[src/crcdf_pkg.sv]
// Package with shared constants and the CRC-8 helper of the frame deframer.
`timescale 1ns / 1ps
package crcdf_pkg;
    localparam int unsigned HEADER_BYTES = 7;
    localparam int unsigned FRAME_EXTRA  = 8;
    localparam int unsigned RESULT_LIMIT = 64;
    localparam logic [7:0]  CRC_POLY     = 8'h07;

    typedef enum logic [2:0] {
        CFG_SYNC      = 3'd0,
        CFG_TYPE_CAL  = 3'd1,
        CFG_TYPE_SAVE = 3'd2,
        CFG_TYPE_CLR  = 3'd3,
        CFG_LEN_CAL   = 3'd4,
        CFG_LEN_PLAIN = 3'd5
    } t_cfg_index;

    function automatic logic [7:0] crc8_byte(input logic [7:0] crc, input logic [7:0] data);
        logic [7:0] c;
        c = crc ^ data;
        for (int b = 0; b < 8; b++) begin
            c = c[7] ? ({c[6:0], 1'b0} ^ CRC_POLY) : {c[6:0], 1'b0};
        end
        return c;
    endfunction
endpackage

[src/crcdf_ram.sv]
// Generic single-port-write, registered-read RAM.
`timescale 1ns / 1ps
module crcdf_ram #(
    parameter int WIDTH = 8,
    parameter int DEPTH = 80
) (
    input  logic                     i_clk,
    input  logic                     i_we,
    input  logic [$clog2(DEPTH)-1:0] i_waddr,
    input  logic [WIDTH-1:0]         i_wdata,
    input  logic [$clog2(DEPTH)-1:0] i_raddr,
    output logic [WIDTH-1:0]         o_rdata
);
    logic [WIDTH-1:0] r_mem [DEPTH];
    logic [WIDTH-1:0] r_rdata;

    always_ff @(posedge i_clk) begin
        if (i_we) begin
            r_mem[i_waddr] <= i_wdata;
        end
        r_rdata <= r_mem[i_raddr];
    end

    assign o_rdata = r_rdata;
endmodule

[src/crc8_frame_deframer.sv]
// Top level of the sync-byte frame deframer with CRC-8 check.
// Each received byte is written to a circular buffer RAM, then a sequencer rescans it.
// Per byte: accept it, scan buffer bytes for sync, close the scan, read the header type and length,
// run the CRC, compare it, emit each payload byte (waiting on output stalls), then close the frame.
// One request is processed at a time; o_ready is high only while the sequencer is idle.
// Active-low sync reset clears state, counters, fill level and config registers; RAM is not cleared.
`timescale 1ns / 1ps
module crc8_frame_deframer #(
    parameter int BUFFER_DEPTH = 80,
    parameter int PAYLOAD_CAP  = 64
) (
    input  logic        i_clk,
    input  logic        i_rst_n,
    input  logic        i_valid,
    output logic        o_ready,
    input  logic [7:0]  i_rx_byte,
    output logic        o_valid,
    input  logic        i_ready,
    output logic [7:0]  o_frame_kind,
    output logic [7:0]  o_payload_value,
    output logic [5:0]  o_payload_index,
    output logic        o_last_of_frame,
    output logic [31:0] o_good_frames,
    output logic [31:0] o_crc_failures,
    output logic [31:0] o_resync_events,
    output logic [31:0] o_bytes_seen,
    input  logic        i_cfg_we,
    input  logic [2:0]  i_cfg_index,
    input  logic [7:0]  i_cfg_data
);
    localparam int AW = $clog2(BUFFER_DEPTH);
    localparam int FW = $clog2(BUFFER_DEPTH + 1);
    localparam logic [AW:0] DEPTH_W = (AW+1)'(BUFFER_DEPTH);

    typedef enum logic [3:0] {
        S_IDLE, S_SCAN, S_SCAN_END, S_HDR_TYPE, S_HDR_LEN, S_CRC, S_CMP, S_EMIT, S_EMIT_WAIT
    } t_state;

    t_state      r_state;
    logic        r_ph;
    logic [7:0]  r_sync, r_tcal, r_tsave, r_tclr;
    logic [6:0]  r_lcal, r_lplain;
    logic [AW-1:0] r_head, r_off;
    logic [FW-1:0] r_fill;
    logic        r_skip;
    logic [7:0]  r_kind;
    logic [6:0]  r_len;
    logic [7:0]  r_crc;
    logic [6:0]  r_idx;
    logic [6:0]  r_n;
    logic [31:0] r_ok, r_crcerr, r_resync, r_bytes;
    logic        r_valid;
    logic [7:0]  r_o_kind, r_o_value;
    logic [5:0]  r_o_index;
    logic        r_o_last;
    logic [31:0] r_o_ok, r_o_crcerr, r_o_resync, r_o_bytes;

    logic [7:0]    rd_data;
    logic [AW-1:0] rd_addr, wr_addr;
    logic          wr_en;
    logic [FW-1:0] fill_eff, total;
    logic [6:0]    want;

    function automatic logic [AW-1:0] wrap_add(input logic [AW-1:0] a, input logic [AW-1:0] b);
        logic [AW:0] s;
        s = {1'b0, a} + {1'b0, b};
        if (s >= DEPTH_W) begin
            s = s - DEPTH_W;
        end
        return s[AW-1:0];
    endfunction

    assign fill_eff = (r_fill >= FW'(BUFFER_DEPTH)) ? '0 : r_fill;
    assign wr_en    = (r_state == S_IDLE) && i_valid;
    assign wr_addr  = wrap_add(r_head, fill_eff[AW-1:0]);
    assign rd_addr  = wrap_add(r_head, r_off);
    assign total    = FW'(crcdf_pkg::FRAME_EXTRA) + FW'(r_len);

    always_comb begin
        want = 7'd0;
        if (r_kind == r_tcal) begin
            want = r_lcal;
        end else if (r_kind == r_tsave || r_kind == r_tclr) begin
            want = r_lplain;
        end
        if (want > 7'(PAYLOAD_CAP)) begin
            want = 7'd0;
        end
    end

    crcdf_ram #(.WIDTH(8), .DEPTH(BUFFER_DEPTH)) u_buf (
        .i_clk   (i_clk),
        .i_we    (wr_en),
        .i_waddr (wr_addr),
        .i_wdata (i_rx_byte),
        .i_raddr (rd_addr),
        .o_rdata (rd_data)
    );

    always_ff @(posedge i_clk) begin
        if (!i_rst_n) begin
            r_sync   <= 8'd170;
            r_tcal   <= 8'd1;
            r_tsave  <= 8'd2;
            r_tclr   <= 8'd3;
            r_lcal   <= 7'd16;
            r_lplain <= 7'd1;
        end else if (i_cfg_we) begin
            case (i_cfg_index)
                crcdf_pkg::CFG_SYNC:      r_sync   <= i_cfg_data;
                crcdf_pkg::CFG_TYPE_CAL:  r_tcal   <= i_cfg_data;
                crcdf_pkg::CFG_TYPE_SAVE: r_tsave  <= i_cfg_data;
                crcdf_pkg::CFG_TYPE_CLR:  r_tclr   <= i_cfg_data;
                crcdf_pkg::CFG_LEN_CAL:   r_lcal   <= i_cfg_data[6:0];
                crcdf_pkg::CFG_LEN_PLAIN: r_lplain <= i_cfg_data[6:0];
                default: ;
            endcase
        end
    end

    always_ff @(posedge i_clk) begin
        if (!i_rst_n) begin
            r_state  <= S_IDLE;
            r_ph     <= 1'b0;
            r_head   <= '0;
            r_off    <= '0;
            r_fill   <= '0;
            r_skip   <= 1'b0;
            r_n      <= '0;
            r_ok     <= '0;
            r_crcerr <= '0;
            r_resync <= '0;
            r_bytes  <= '0;
            r_valid  <= 1'b0;
        end else begin
            case (r_state)
                S_IDLE: begin
                    if (i_valid) begin
                        r_bytes <= r_bytes + 32'd1;
                        if (r_fill >= FW'(BUFFER_DEPTH)) begin
                            r_resync <= r_resync + 32'd1;
                        end
                        r_fill  <= fill_eff + FW'(1);
                        r_n     <= '0;
                        r_skip  <= 1'b0;
                        r_off   <= '0;
                        r_ph    <= 1'b0;
                        r_state <= S_SCAN;
                    end
                end
                S_SCAN: begin
                    if (!r_ph) begin
                        if (r_fill == '0) begin
                            r_state <= S_SCAN_END;
                        end else begin
                            r_ph <= 1'b1;
                        end
                    end else begin
                        r_ph <= 1'b0;
                        if (rd_data == r_sync) begin
                            r_state <= S_SCAN_END;
                        end else begin
                            r_head <= wrap_add(r_head, AW'(1));
                            r_fill <= r_fill - FW'(1);
                            r_skip <= 1'b1;
                        end
                    end
                end
                S_SCAN_END: begin
                    if (r_skip) begin
                        r_resync <= r_resync + 32'd1;
                    end
                    r_skip <= 1'b0;
                    r_ph   <= 1'b0;
                    if (r_fill < FW'(crcdf_pkg::HEADER_BYTES)) begin
                        r_state <= S_IDLE;
                    end else begin
                        r_off   <= AW'(1);
                        r_state <= S_HDR_TYPE;
                    end
                end
                S_HDR_TYPE: begin
                    r_ph <= ~r_ph;
                    if (r_ph) begin
                        r_kind  <= rd_data;
                        r_off   <= AW'(2);
                        r_state <= S_HDR_LEN;
                    end
                end
                S_HDR_LEN: begin
                    r_ph <= ~r_ph;
                    if (r_ph) begin
                        r_len <= rd_data[6:0];
                        if (want == 7'd0 || rd_data != {1'b0, want}) begin
                            r_resync <= r_resync + 32'd1;
                            r_head   <= wrap_add(r_head, AW'(1));
                            r_fill   <= r_fill - FW'(1);
                            r_off    <= '0;
                            r_state  <= S_SCAN;
                        end else if (r_fill < FW'(crcdf_pkg::FRAME_EXTRA) + FW'(want)) begin
                            r_state <= S_IDLE;
                        end else begin
                            r_crc   <= 8'h00;
                            r_off   <= AW'(1);
                            r_state <= S_CRC;
                        end
                    end
                end
                S_CRC: begin
                    r_ph <= ~r_ph;
                    if (r_ph) begin
                        r_crc <= crcdf_pkg::crc8_byte(r_crc, rd_data);
                        if (r_off == AW'(6) + AW'(r_len)) begin
                            r_off   <= AW'(7) + AW'(r_len);
                            r_state <= S_CMP;
                        end else begin
                            r_off <= r_off + AW'(1);
                        end
                    end
                end
                S_CMP: begin
                    r_ph <= ~r_ph;
                    if (r_ph) begin
                        if (rd_data != r_crc) begin
                            r_crcerr <= r_crcerr + 32'd1;
                            r_head   <= wrap_add(r_head, AW'(1));
                            r_fill   <= r_fill - FW'(1);
                            r_off    <= '0;
                            r_state  <= S_SCAN;
                        end else begin
                            r_ok    <= r_ok + 32'd1;
                            r_off   <= AW'(crcdf_pkg::HEADER_BYTES);
                            r_idx   <= '0;
                            r_state <= S_EMIT;
                        end
                    end
                end
                S_EMIT: begin
                    if (r_idx == r_len || r_n >= 7'(crcdf_pkg::RESULT_LIMIT)) begin
                        r_head  <= wrap_add(r_head, total[AW-1:0]);
                        r_fill  <= r_fill - total;
                        r_off   <= '0;
                        r_ph    <= 1'b0;
                        r_state <= S_SCAN;
                    end else begin
                        r_ph <= ~r_ph;
                        if (r_ph) begin
                            r_o_kind   <= r_kind;
                            r_o_value  <= rd_data;
                            r_o_index  <= r_idx[5:0];
                            r_o_last   <= (r_idx + 7'd1 == r_len);
                            r_o_ok     <= r_ok;
                            r_o_crcerr <= r_crcerr;
                            r_o_resync <= r_resync;
                            r_o_bytes  <= r_bytes;
                            r_valid    <= 1'b1;
                            r_state    <= S_EMIT_WAIT;
                        end
                    end
                end
                S_EMIT_WAIT: begin
                    if (i_ready) begin
                        r_valid <= 1'b0;
                        r_n     <= r_n + 7'd1;
                        r_idx   <= r_idx + 7'd1;
                        r_off   <= r_off + AW'(1);
                        r_ph    <= 1'b0;
                        r_state <= S_EMIT;
                    end
                end
                default: r_state <= S_IDLE;
            endcase
        end
    end

    assign o_ready         = (r_state == S_IDLE);
    assign o_valid         = r_valid;
    assign o_frame_kind    = r_o_kind;
    assign o_payload_value = r_o_value;
    assign o_payload_index = r_o_index;
    assign o_last_of_frame = r_o_last;
    assign o_good_frames   = r_o_ok;
    assign o_crc_failures  = r_o_crcerr;
    assign o_resync_events = r_o_resync;
    assign o_bytes_seen    = r_o_bytes;
endmodule

[config.mk]
export PLATFORM = sky130hd
export DESIGN_NAME = crc8_frame_deframer
export DESIGN_NICKNAME = d
export VERILOG_FILES = /design/src/crcdf_pkg.sv /design/src/crcdf_ram.sv /design/src/crc8_frame_deframer.sv
export SDC_FILE = /design/constraint.sdc
export NUM_CORES = 1
export LEC_CHECK = 0
export ABC_AREA = 1
export ABC_CLOCK_PERIOD_IN_PS = 20300
export BUFFER_PORTS_ARGS = -buffer_cell sky130_fd_sc_hd__buf_2
export CAP_MARGIN = 5
export CORE_MARGIN = 5
export CORE_UTILIZATION = 45
export DETAILED_ROUTE_END_ITERATION = 16
export GPL_TIMING_DRIVEN = 1
export SETUP_SLACK_MARGIN = 0.3
export SLEW_MARGIN = 25
export SYNTH_ARGS = -nofsm -noshare
export SYNTH_HDL_FRONTEND = slang
export SYNTH_HIERARCHICAL = 1
export SYNTH_SLANG_ARGS = --single-unit
[constraint.sdc]
create_clock -name i_clk -period 20.3 [get_ports i_clk]
set_clock_uncertainty 0.05 [all_clocks]
set_input_delay 3.045 -clock i_clk [delete_from_list [all_inputs] [get_ports i_clk]]
set_output_delay 3.045 -clock i_clk [all_outputs]
set_load 0.02 [all_outputs]
Yosys cells after proc, flatten, opt, wreduce, memory -nomap -nowiden
Memory sizes are Yosys's and may differ from the RTL's. A register that Yosys moved wholly into a read port is not among the register bits.
Cells that the tools add are included.
W data, S select, Z words.
{ "word_totals": {"register_bits": 390, "ram_bits": 640, "inputBits": 24, "output_inout_bits": 153, "word_cells": 256, "mem_count": 1} }
{ "op_classes": {"add_sub_neg": 22, "order_cmp": 9, "eq_ne": 46, "muxes": 94, "bitwise_logic": 12, "reduce_logical": 42} }
{ "mem_list": {"columns": ["memory", "depth", "word_bits", "read_ports", "rd_ports_with_merged_regs", "wr", "line_no", "source"], "rows": [
  ["u_buf.r_mem", 80, 8, 1, 1, 1, "crcdf_ram.sv:14", "logic [WIDTH-1:0] r_mem [DEPTH];"]
]} }
{ "op_table": {"columns": ["operator", "count"], "rows": [
  ["$mux W7", 38],
  ["$mux W32", 5],
  ["$add A32 B1 Y32 const B", 4],
  ["$pmux W32 S3", 1],
  ["$pmux W7 S8", 1],
  ["$mux W4", 12],
  ["$ne A2 B2 Y1 const B", 19],
  ["$mux W3", 12],
  ["$pmux W4 S9", 1],
  ["$pmux W7 S5", 1],
  ["$eq A8 B8 Y1", 4],
  ["$ge A8 B7 Y1 const B", 4],
  ["$mux W8", 4],
  ["$add A7 B1 Y7 const B", 4],
  ["$pmux W7 S2", 2],
  ["$pmux W7 S4", 1],
  ["$sub A7 B7 Y7 const B", 4],
  ["$add A7 B7 Y8", 3],
  ["$not A3 Y3", 8],
  ["$eq A7 B7 Y1", 3],
  ["$reduce_and A10 Y1", 2],
  ["$reduce_and A3 Y1", 6],
  ["$eq A4 B3 Y1 const B", 4],
  ["$pmux W8 S2", 1],
  ["44 further kinds", 81]
]} }

Depth between registers and ports, before layout
Gate-level depths: netlist of the first run.
{ "logic_depth": {"depth_word": 19, "ltp_mapped": 25, "ltp_nobuf": 24} }

Hierarchy
Netlist of the first run, hierarchy kept.
{ "modules_own_cells": {"columns": ["module", "n_inst", "cells_per_inst", "area_per_inst_um2", "seq_area_each_um2"], "rows": [
  ["crcdf_ram", 1, 2188, 26372.8, 19378.6],
  ["crc8_frame_deframer", 1, 2244, 19317.3, 9619.2]
]} }

Worst setup path after synthesis of the first run
Ideal clock, no wire load.
{ "synth_path": {"path_kind": "input -> register", "startpoint": "in i_rst_n", "endpoint": "reg r_o_bytes[0] (netlist: o_bytes_seen[0]) (enable)", "setup_time_ps": 663, "arrival_ps": 9979, "required_time_ps": 19587, "slack_ps": 9608, "cell_stages": 4, "n_path_buf": 2, "cell_sequence": "clkbuf_1 > clkbuf_1 > nand2_1 > nor2_1"} }
{ "synth_between": {"elab_chain_len": 1} }
{ "synth_rtl": {"columns": ["element", "line_no", "source"], "rows": [
  ["start, declared", "crc8_frame_deframer.sv:13", "input logic i_rst_n,"],
  ["$reduce_and A4 Y1 (no source line)", null, null],
  ["end signal, assigned", "crc8_frame_deframer.sv:255", "r_o_bytes <= r_bytes;"],
  ["end, declared", "crc8_frame_deframer.sv:56", "logic [31:0] r_o_ok, r_o_crcerr, r_o_resync, r_o_bytes;"]
]} }
No other way between the ends.
A chain may end at the register's enable or synchronous reset.

Worst setup path in the final report of the first run
{ "layout_path": {"startpoint": "reg r_fill[4]", "endpoint": "mem u_buf.r_mem[24][3] (enable)"} }
{ "layout_between": {"elab_chain_len": 5, "word_cells_on_any_way": 6, "cone_classes": "add/sub: 2; order compare: 2; mux: 2"} }
{ "layout_rtl": {"columns": ["element", "line_no", "source"], "rows": [
  ["start, declared", "crc8_frame_deframer.sv:44", "logic [FW-1:0] r_fill;"],
  ["start signal, assigned", "crc8_frame_deframer.sv:143", "r_fill <= fill_eff + FW'(1);"],
  ["start signal, assigned", "crc8_frame_deframer.sv:164", "r_fill <= r_fill - FW'(1);"],
  ["start signal, assigned", "crc8_frame_deframer.sv:197", "r_fill <= r_fill - FW'(1);"],
  ["$ge A7 B7 Y1", "crc8_frame_deframer.sv:73", "assign fill_eff = (r_fill >= FW'(BUFFER_DEPTH)) ? '0 : r_fill;"],
  ["$mux W7 *", "crc8_frame_deframer.sv:73", null],
  ["$add A7 B7 Y8 *", "crc8_frame_deframer.sv:66", "s = {1'b0, a} + {1'b0, b};"],
  ["$sub A7 B7 Y7 or $ge A8 B7 Y1 (tied branches)", "crc8_frame_deframer.sv:68, crc8_frame_deframer.sv:67", null],
  ["$mux W7 *", "crc8_frame_deframer.sv:67", "if (s >= DEPTH_W) begin"],
  ["via wr_addr[6]", "crc8_frame_deframer.sv:59", "logic [AW-1:0] rd_addr, wr_addr;"],
  ["end, declared", "crcdf_ram.sv:14", null]
]} }
The timed path passes the listed nets; every way through them passes the cells marked *.

==> flow_metrics.env, run 1 <==
export IMPL_cp_arrival_ns=5.45
export IMPL_status="completed"
export IMPL_cts_setup_buffers=0
export IMPL_drtPass1Iterations=6
export IMPL_min_delay_start="r_crcerr[31]"
export IMPL_holdPathEnd="o_crc_failures[31]"
export IMPL_root_buffer="clkbuf_16"
export IMPL_grt_overflow=0
export IMPL_postSynthAreaPerCell_um2=10.31
export IMPL_grt_pass1_wl_mm=175.9
export IMPL_clk_path_buf_depth=3
export IMPL_cts_repair_resized=0
export IMPL_die_w_um=328.6
export IMPL_cp_max_fo=8
export IMPL_via_count=31884
export IMPL_finalInstanceArea_um2=51100
export IMPL_antenna_left=0
export IMPL_use_met1=0.2858
export IMPL_clock_sinks=1038
export IMPL_grtUsageMet3=0.03471
export IMPL_ioPinCount=177
export IMPL_path_clk_slew_ns=0.06
export IMPL_ff2ff_path_depth=19
export IMPL_leakage_nw=18.89
export IMPL_io_buffer_count=176
export IMPL_cts_buffers_inserted=108
export IMPL_period_needed_ns=5.183
export IMPL_reg2reg_from="r_fill[4]"
export IMPL_slew_limit_headroom=0.2849
export IMPL_yosys_area_top_type_share=0.5396
export IMPL_dp_hpwl_mm=73.15
export IMPL_synth_area_leaders="edfxtp_1 54%, dfxtp_1 9.5%, nand2_1 8.3%, nand3_1 6.4%, nor2_1 3.4%"
export IMPL_globalplace_congestion=0.8858
export IMPL_hold_depth=0
export IMPL_p_per_area_nw_per_um2=126.0
export IMPL_synth_flop_cell="edfxtp_1"
export IMPL_fmax_mhz=193.0
export IMPL_holdWs_ns=0.3786
export IMPL_dpl_instance_area_um2=47480
export IMPL_vias_per_cell=5.294
export IMPL_drt_wl_total_mm=114.3
export IMPL_finalHoldViolCount=0
export IMPL_syn_area_um2=45690
export IMPL_cts_tree="yes"
export IMPL_drc=0
export IMPL_reg2reg_slack_ns=15.12
export IMPL_nets=4661
export IMPL_clkLatencyLatePin_ns=0.70
export IMPL_met2_usage=0.3366
export IMPL_htree_num_levels=3
export IMPL_ir_worst_vdd_v=0.0001280
export IMPL_dieArea_um2=108000
export IMPL_fin_setup_tns_ns=0
export IMPL_crit_required_ns=20.57
export IMPL_wl_per_cell_um=18.98
export IMPL_startpoint_type="register"
export IMPL_end_kind="register"
export IMPL_core_um2=100400
export IMPL_die_h_um=328.6
export IMPL_drive_gt1_frac=0.1091
export IMPL_synth_warning_count=6
export IMPL_grt_pass1_vias=30244
export IMPL_place_ws_ns=14.60
export IMPL_grt_busiest_layer="met2"
export IMPL_async_flop_share=0
export IMPL_drt_iter0_drc=2740
export IMPL_drv_cap=0
export IMPL_regToRegEndpoint="u_buf/r_mem[24][3]"
export IMPL_syn_nets=4519
export IMPL_yosys_register_bits=1038
export IMPL_start_util=0.4549
export IMPL_cts_hold_buffers=0
export IMPL_synth_edf_count=821
export IMPL_ys_types=64
export IMPL_stdcell_count=6023
export IMPL_finalSetupViolCount=0
export IMPL_antenna_found_initial=2
export IMPL_path_class="reg2reg"
export IMPL_period_share=0.2553
export IMPL_ys_seq_area_frac=0.6347
export IMPL_hold_path_class="reg2reg"
export IMPL_netlist_instances=4432
export IMPL_final_setup_worst_slack_ns=15.12
export IMPL_slew_violations=0
export IMPL_track_usage=0.2072
export IMPL_grt_setup_unrepaired="false"
export IMPL_grt_max_degree=163
export IMPL_syn_to_final_growth_pct=11.85
export IMPL_num_rows=116
export IMPL_place_inst=5820
export IMPL_yosysTopAreaCell="edfxtp_1"
export IMPL_tightestPinTransition_ns=1.073
## layout by cell type (no fill, tap or decap), types with 46 or more instances in the layout
cell and count:
buf_2 175, dfxtp_1 217, edfxtp_1 821, ha_1 58, nor3_1 79, xor2_1 76
inv_1 285, nor2_1 414, a21oi_1 134, xnor2_1 53, nand3_1 582, o21ai_0 180
nand2_2 46, clkbuf_16 109, nand2_1 1016
## critical path, cell delays in order, from the launching register on
cell and delay [ns]:
dfxtp_1 0.43, nor2_1 0.09, nor2_1 0.42, nor2_1 0.15, ha_1 0.24, fa_1 0.40
nand3_1 0.10, and2_1 0.16, xor2_1 0.22, inv_1 0.10, ha_1 0.18, nand2_1 0.06
nor3_1 0.05, o21bai_1 0.15, nand2_1 0.12, nand3_1 0.08, o21ai_0 0.17, nor2_1 0.27
nand3_1 0.59, nor3_2 0.78
## area by class of cell
type | count | area [µm²]
Multi-Input combinational cell | 2906 | 14470
Antenna cell | 2 | 5.005
Tap cell | 1357 | 1698
Clock buffer | 135 | 2855
Timing Repair Buffer | 211 | 1174
Inverter | 309 | 1175
Clock inverter | 65 | 724.4
Fill cell | 9092 | 49330
Sequential cell | 1038 | 29000
## report_power, final
part           switching, W  total [W]  internal, W
clock              0.000825    0.00199      0.00116
sequential        0.0000854    0.00248      0.00239
combinational       0.00145    0.00197     0.000525
total               0.00236    0.00644      0.00408
## how the worst max path moves through the flow
| stage | start | end | slack, ns |
|---|---|---|---|
| floorplan | i_rst_n | o_bytes_seen[0] | 9.61 |
| global placement | i_valid | r_bytes[29] | 14.63 |
| detailed placement | i_valid | r_bytes[29] | 14.60 |
| CTS | r_fill[4] | u_buf/r_mem[24][0] | 14.85 |
| global route | r_fill[4] | u_buf/r_mem[24][1] | 14.75 |
| finish | r_fill[4] | u_buf/r_mem[24][3] | 15.12 |
## synthesized netlist by cell type (8+ instances only)
library cell and count:
nand2_2 46, o21ai_0 180, nand3_1 582, edfxtp_1 821, nand3b_1 8, clkbuf_1 59
buf_6 33, o21bai_1 8, nor2_2 15, xnor2_1 54, buf_1 11, o21ai_1 18
ha_1 59, nor2_1 415, o21a_1 9, buf_4 22, nor3_1 81, o211ai_1 10
buf_2 50, nor4_1 19, o221ai_1 11, xor2_1 77, a31oi_1 13, a21oi_1 134
inv_2 17, nand2_1 1016, nand4_1 29, inv_1 287, a21oi_2 30, o22ai_1 27
dfxtp_1 217
## layer usage
metal  wire (µm)  part of all wire
met1       49880              0.44
met2       53000              0.46
met3        7544             0.066
met4        3900             0.034
met5           0                 0
## metrics by stage
step | util | power, W
after detailed placement | 0.4727 | 0.004475
final | 0.5088 | 0.006438
after global routing | 0.5088 | 0.006784
after CTS | 0.5083 | 0.006469
after floorplan | - | 0.003914
after global placement | 0.4727 | 0.004466
## cells by family (layout without fill, tap and decap cells)
kind of cell	Yosys count	in the layout	synth area share
other	0	2	0
XOR/XNOR	131	131	0.02511
AO/OA/AOI/OAI	460	460	0.05778
AND/OR/NAND/NOR	2252	2252	0.2145
flip-flops	1038	1038	0.6347
adder cells (fa/ha/maj)	63	63	0.01791
buffers and inverters	488	720	0.05006
## sequential cells by signal (all words and copies together), names as in the netlist, 8 cells and up
name and count:
o_payload_value 8, r_sync 8, o_bytes_seen 32, r_bytes 32
r_tcal 8, r_ok 32, u_buf/o_rdata 8, o_frame_kind 8
o_crc_failures 32, r_resync 32, r_crc 8, o_resync_events 32
r_tsave 8, u_buf/r_mem 640, o_good_frames 32, r_kind 8
r_tclr 8, r_crcerr 32
Note: power is estimated with default switching activity, not from simulation.
==> run 2, diff against run 1 <==
--- a/config.mk
+++ b/config.mk
@@ -6,7 +6,7 @@
 export NUM_CORES = 1
 export LEC_CHECK = 0
 export ABC_AREA = 1
-export ABC_CLOCK_PERIOD_IN_PS = 20300
+export ABC_CLOCK_PERIOD_IN_PS = 4600
 export BUFFER_PORTS_ARGS = -buffer_cell sky130_fd_sc_hd__buf_2
 export CAP_MARGIN = 5
 export CORE_MARGIN = 5
==> constraint.sdc (replaced) <==
create_clock -name i_clk -period 4.6 [get_ports i_clk]
set_clock_uncertainty 0.05 [all_clocks]
set_input_delay 0.69 -clock i_clk [delete_from_list [all_inputs] [get_ports i_clk]]
set_output_delay 0.69 -clock i_clk [all_outputs]
set_load 0.02 [all_outputs]
==> flow_metrics.env, run 2 (synthesized netlist as in run 1, its figures left out) <==
export IMPL_grt_setup_unrepaired="false"
export IMPL_grt_max_degree=152
export IMPL_slew_limit_headroom=0.3531
export IMPL_startpoint_type="register"
export IMPL_nets=4771
export IMPL_antenna_found_initial=1
export IMPL_start_util=0.4549
export IMPL_leakage_nw=19.58
export IMPL_period_needed_ns=4.146
export IMPL_drv_cap=0
export IMPL_cts_buffers_inserted=109
export IMPL_finalHoldViolCount=0
export IMPL_cp_common_cell="nand3_1"
export IMPL_critPathTopFamily="simple AND/OR/NAND/NOR gates"
export IMPL_dieArea_um2=108000
export IMPL_path_class="reg2reg"
export IMPL_cpMaxStageDelayCell="fa_1"
export IMPL_cts_tree="yes"
export IMPL_multi_input_area_um2=14540
export IMPL_globalplace_congestion=0.8789
export IMPL_hold_path_class="in2reg"
export IMPL_fin_setup_tns_ns=0
export IMPL_die_h_um=328.6
export IMPL_drt_wl_total_mm=117.5
export IMPL_final_setup_worst_slack_ns=0.4543
export IMPL_wl_per_cell_um=19.14
export IMPL_via_count=32585
export IMPL_crit_required_ns=4.95
export IMPL_hold_depth=4
export IMPL_grt_overflow=0
export IMPL_diodes=0
export IMPL_power_total_w=0.02888
export IMPL_drtPass1Iterations=5
export IMPL_slew_violations=0
export IMPL_end_kind="register"
export IMPL_root_buffer="clkbuf_16"
export IMPL_status="completed"
export IMPL_finalSetupViolCount=0
export IMPL_syn_to_final_growth_pct=14.14
export IMPL_final_cell_mix="1012 x nand2_1, 821 x edfxtp_1, 581 x nand3_1"
export IMPL_num_rows=116
export IMPL_p_per_area_nw_per_um2=553.9
export IMPL_finalInstanceArea_um2=52150
export IMPL_drc=0
export IMPL_nFillCells=8909
export IMPL_grt_pass1_vias=31062
export IMPL_die_w_um=328.6
export IMPL_clk_path_buf_depth=3
export IMPL_final_common_cell="nand2_1"
export IMPL_grt_pass1_wl_mm=179.6
export IMPL_clock_sinks=1038
export IMPL_io_buffer_count=176
export IMPL_path_clk_slew_ns=0.06
export IMPL_dpl_instance_area_um2=48420
export IMPL_regMostFlops="u_buf/r_mem"
export IMPL_fin_util=0.5192
export IMPL_drt_iter0_drc=2973
export IMPL_cp_arrival_ns=4.49
export IMPL_clkLatencyLatePin_ns=0.70
export IMPL_fmax_mhz=241.2
export IMPL_ioPinCount=177
export IMPL_path_cells="inv_1, nor2_4, nor2_1, ha_1, fa_1, nand3_1, and2_1, xor2_2, inv_1, ha_1, nand2_1, nor3_1, o21bai_1, nand2_2, nand3_1, o21ai_1, nor2_2, nand3_1, buf_4, nor2_1, buf_4"
export IMPL_core_um2=100400
export IMPL_cts_hold_buffers=0
export IMPL_htree_num_levels=3
export IMPL_cp_max_fo=8
export IMPL_seqCellArea_um2=29000
export IMPL_place_ws_ns=0.1703
export IMPL_antenna_left=0
export IMPL_path_buf_inv=4
export IMPL_tightestPinTransition_ns=0.9680
export IMPL_largest_register_ffs=640
export IMPL_cp_depth=21
export IMPL_critPathMaxStageDelay_ns=0.41
export IMPL_dp_hpwl_mm=76.16
export IMPL_period_share=0.9012
export IMPL_track_usage=0.2121
export IMPL_vias_per_cell=5.309
export IMPL_ff2ff_path_depth=21
export IMPL_drive_gt1_frac=0.1364
export IMPL_ir_worst_vdd_v=0.0004028
run 2: changes by cell type in the layout (fill, tap and decap cells not counted), sizes merged:
| cell | previous run | this run |
|---|---|---|
| inv | 309 | 315 |
| buf | 211 | 320 |
| clkinvlp | 5 | 8 |
| clkinv | 47 | 55 |
| bufinv | 13 | 11 |
| diode | 2 | 0 |
| clkbuf | 135 | 128 |
run 2: what timing repair did:
| action | 4_1_cts | 5_1_grt |
|---|---|---|
| resized for setup | 3 | 20 |
| setup endpoints to repair | 398 | 640 |
| pin swaps | 0 | 2 |
| buffers inserted | 0 | 2 |
run 2: cell type report:
cell class | instances | area share
Tap cell | 1357 | 0.03256
Multi-Input combinational cell | 2906 | 0.2789
Clock inverter | 80 | 0.01471
Timing Repair Buffer | 320 | 0.04012
Inverter | 309 | 0.02258
Clock buffer | 128 | 0.05506
Sequential cell | 1038 | 0.5561
run 2: metrics by stage:
stage                     cells  hold WS [ns]
final                      6138        0.2511
after global placement     5928        0.3656
after floorplan            4432        0.3582
after CTS                  6136        0.1907
after detailed placement   5928        0.3719
after global routing       6138        0.2267
run 2: worst paths after layout:
check	from	slack, ns	to
setup / recovery	r_fill[6]	0.45	u_buf/r_mem[28][4]
hold / removal	i_ready	0.25	o_valid
setup reg to reg	r_fill[6]	0.45	u_buf/r_mem[28][4]
hold reg to reg	r_crcerr[31]	0.38	o_crc_failures[31]
run 2: where the power goes:
group	switching (W)	total (W)	leakage [nW]	internal [W]
logic	0.00665	0.00924	8.41	0.00259
clock network	0.00371	0.00882	1.77	0.00511
registers	0.000275	0.0108	9.40	0.0105
total	0.0106	0.0289	19.6	0.0182
run 2: layer usage:
layer	track usage	routed length, µm	part of all wire	vias up
li1	-	-	-	15763
met1	0.2921	51760	0.44	15513
met2	0.3485	54350	0.46	1108
met3	0.03170	7887	0.067	201
met4	0.06812	3460	0.029	0
met5	0	0	0	-
run 2: worst reg2reg max path: cells and delay by family (launching register included):
kind,cells,cell delay [ns]
fa+ha+maj,3,0.82
simple gates,11,1.44
xor+xnor,1,0.21
buf+inv,4,0.66
flops,1,0.36
compound gates,2,0.33
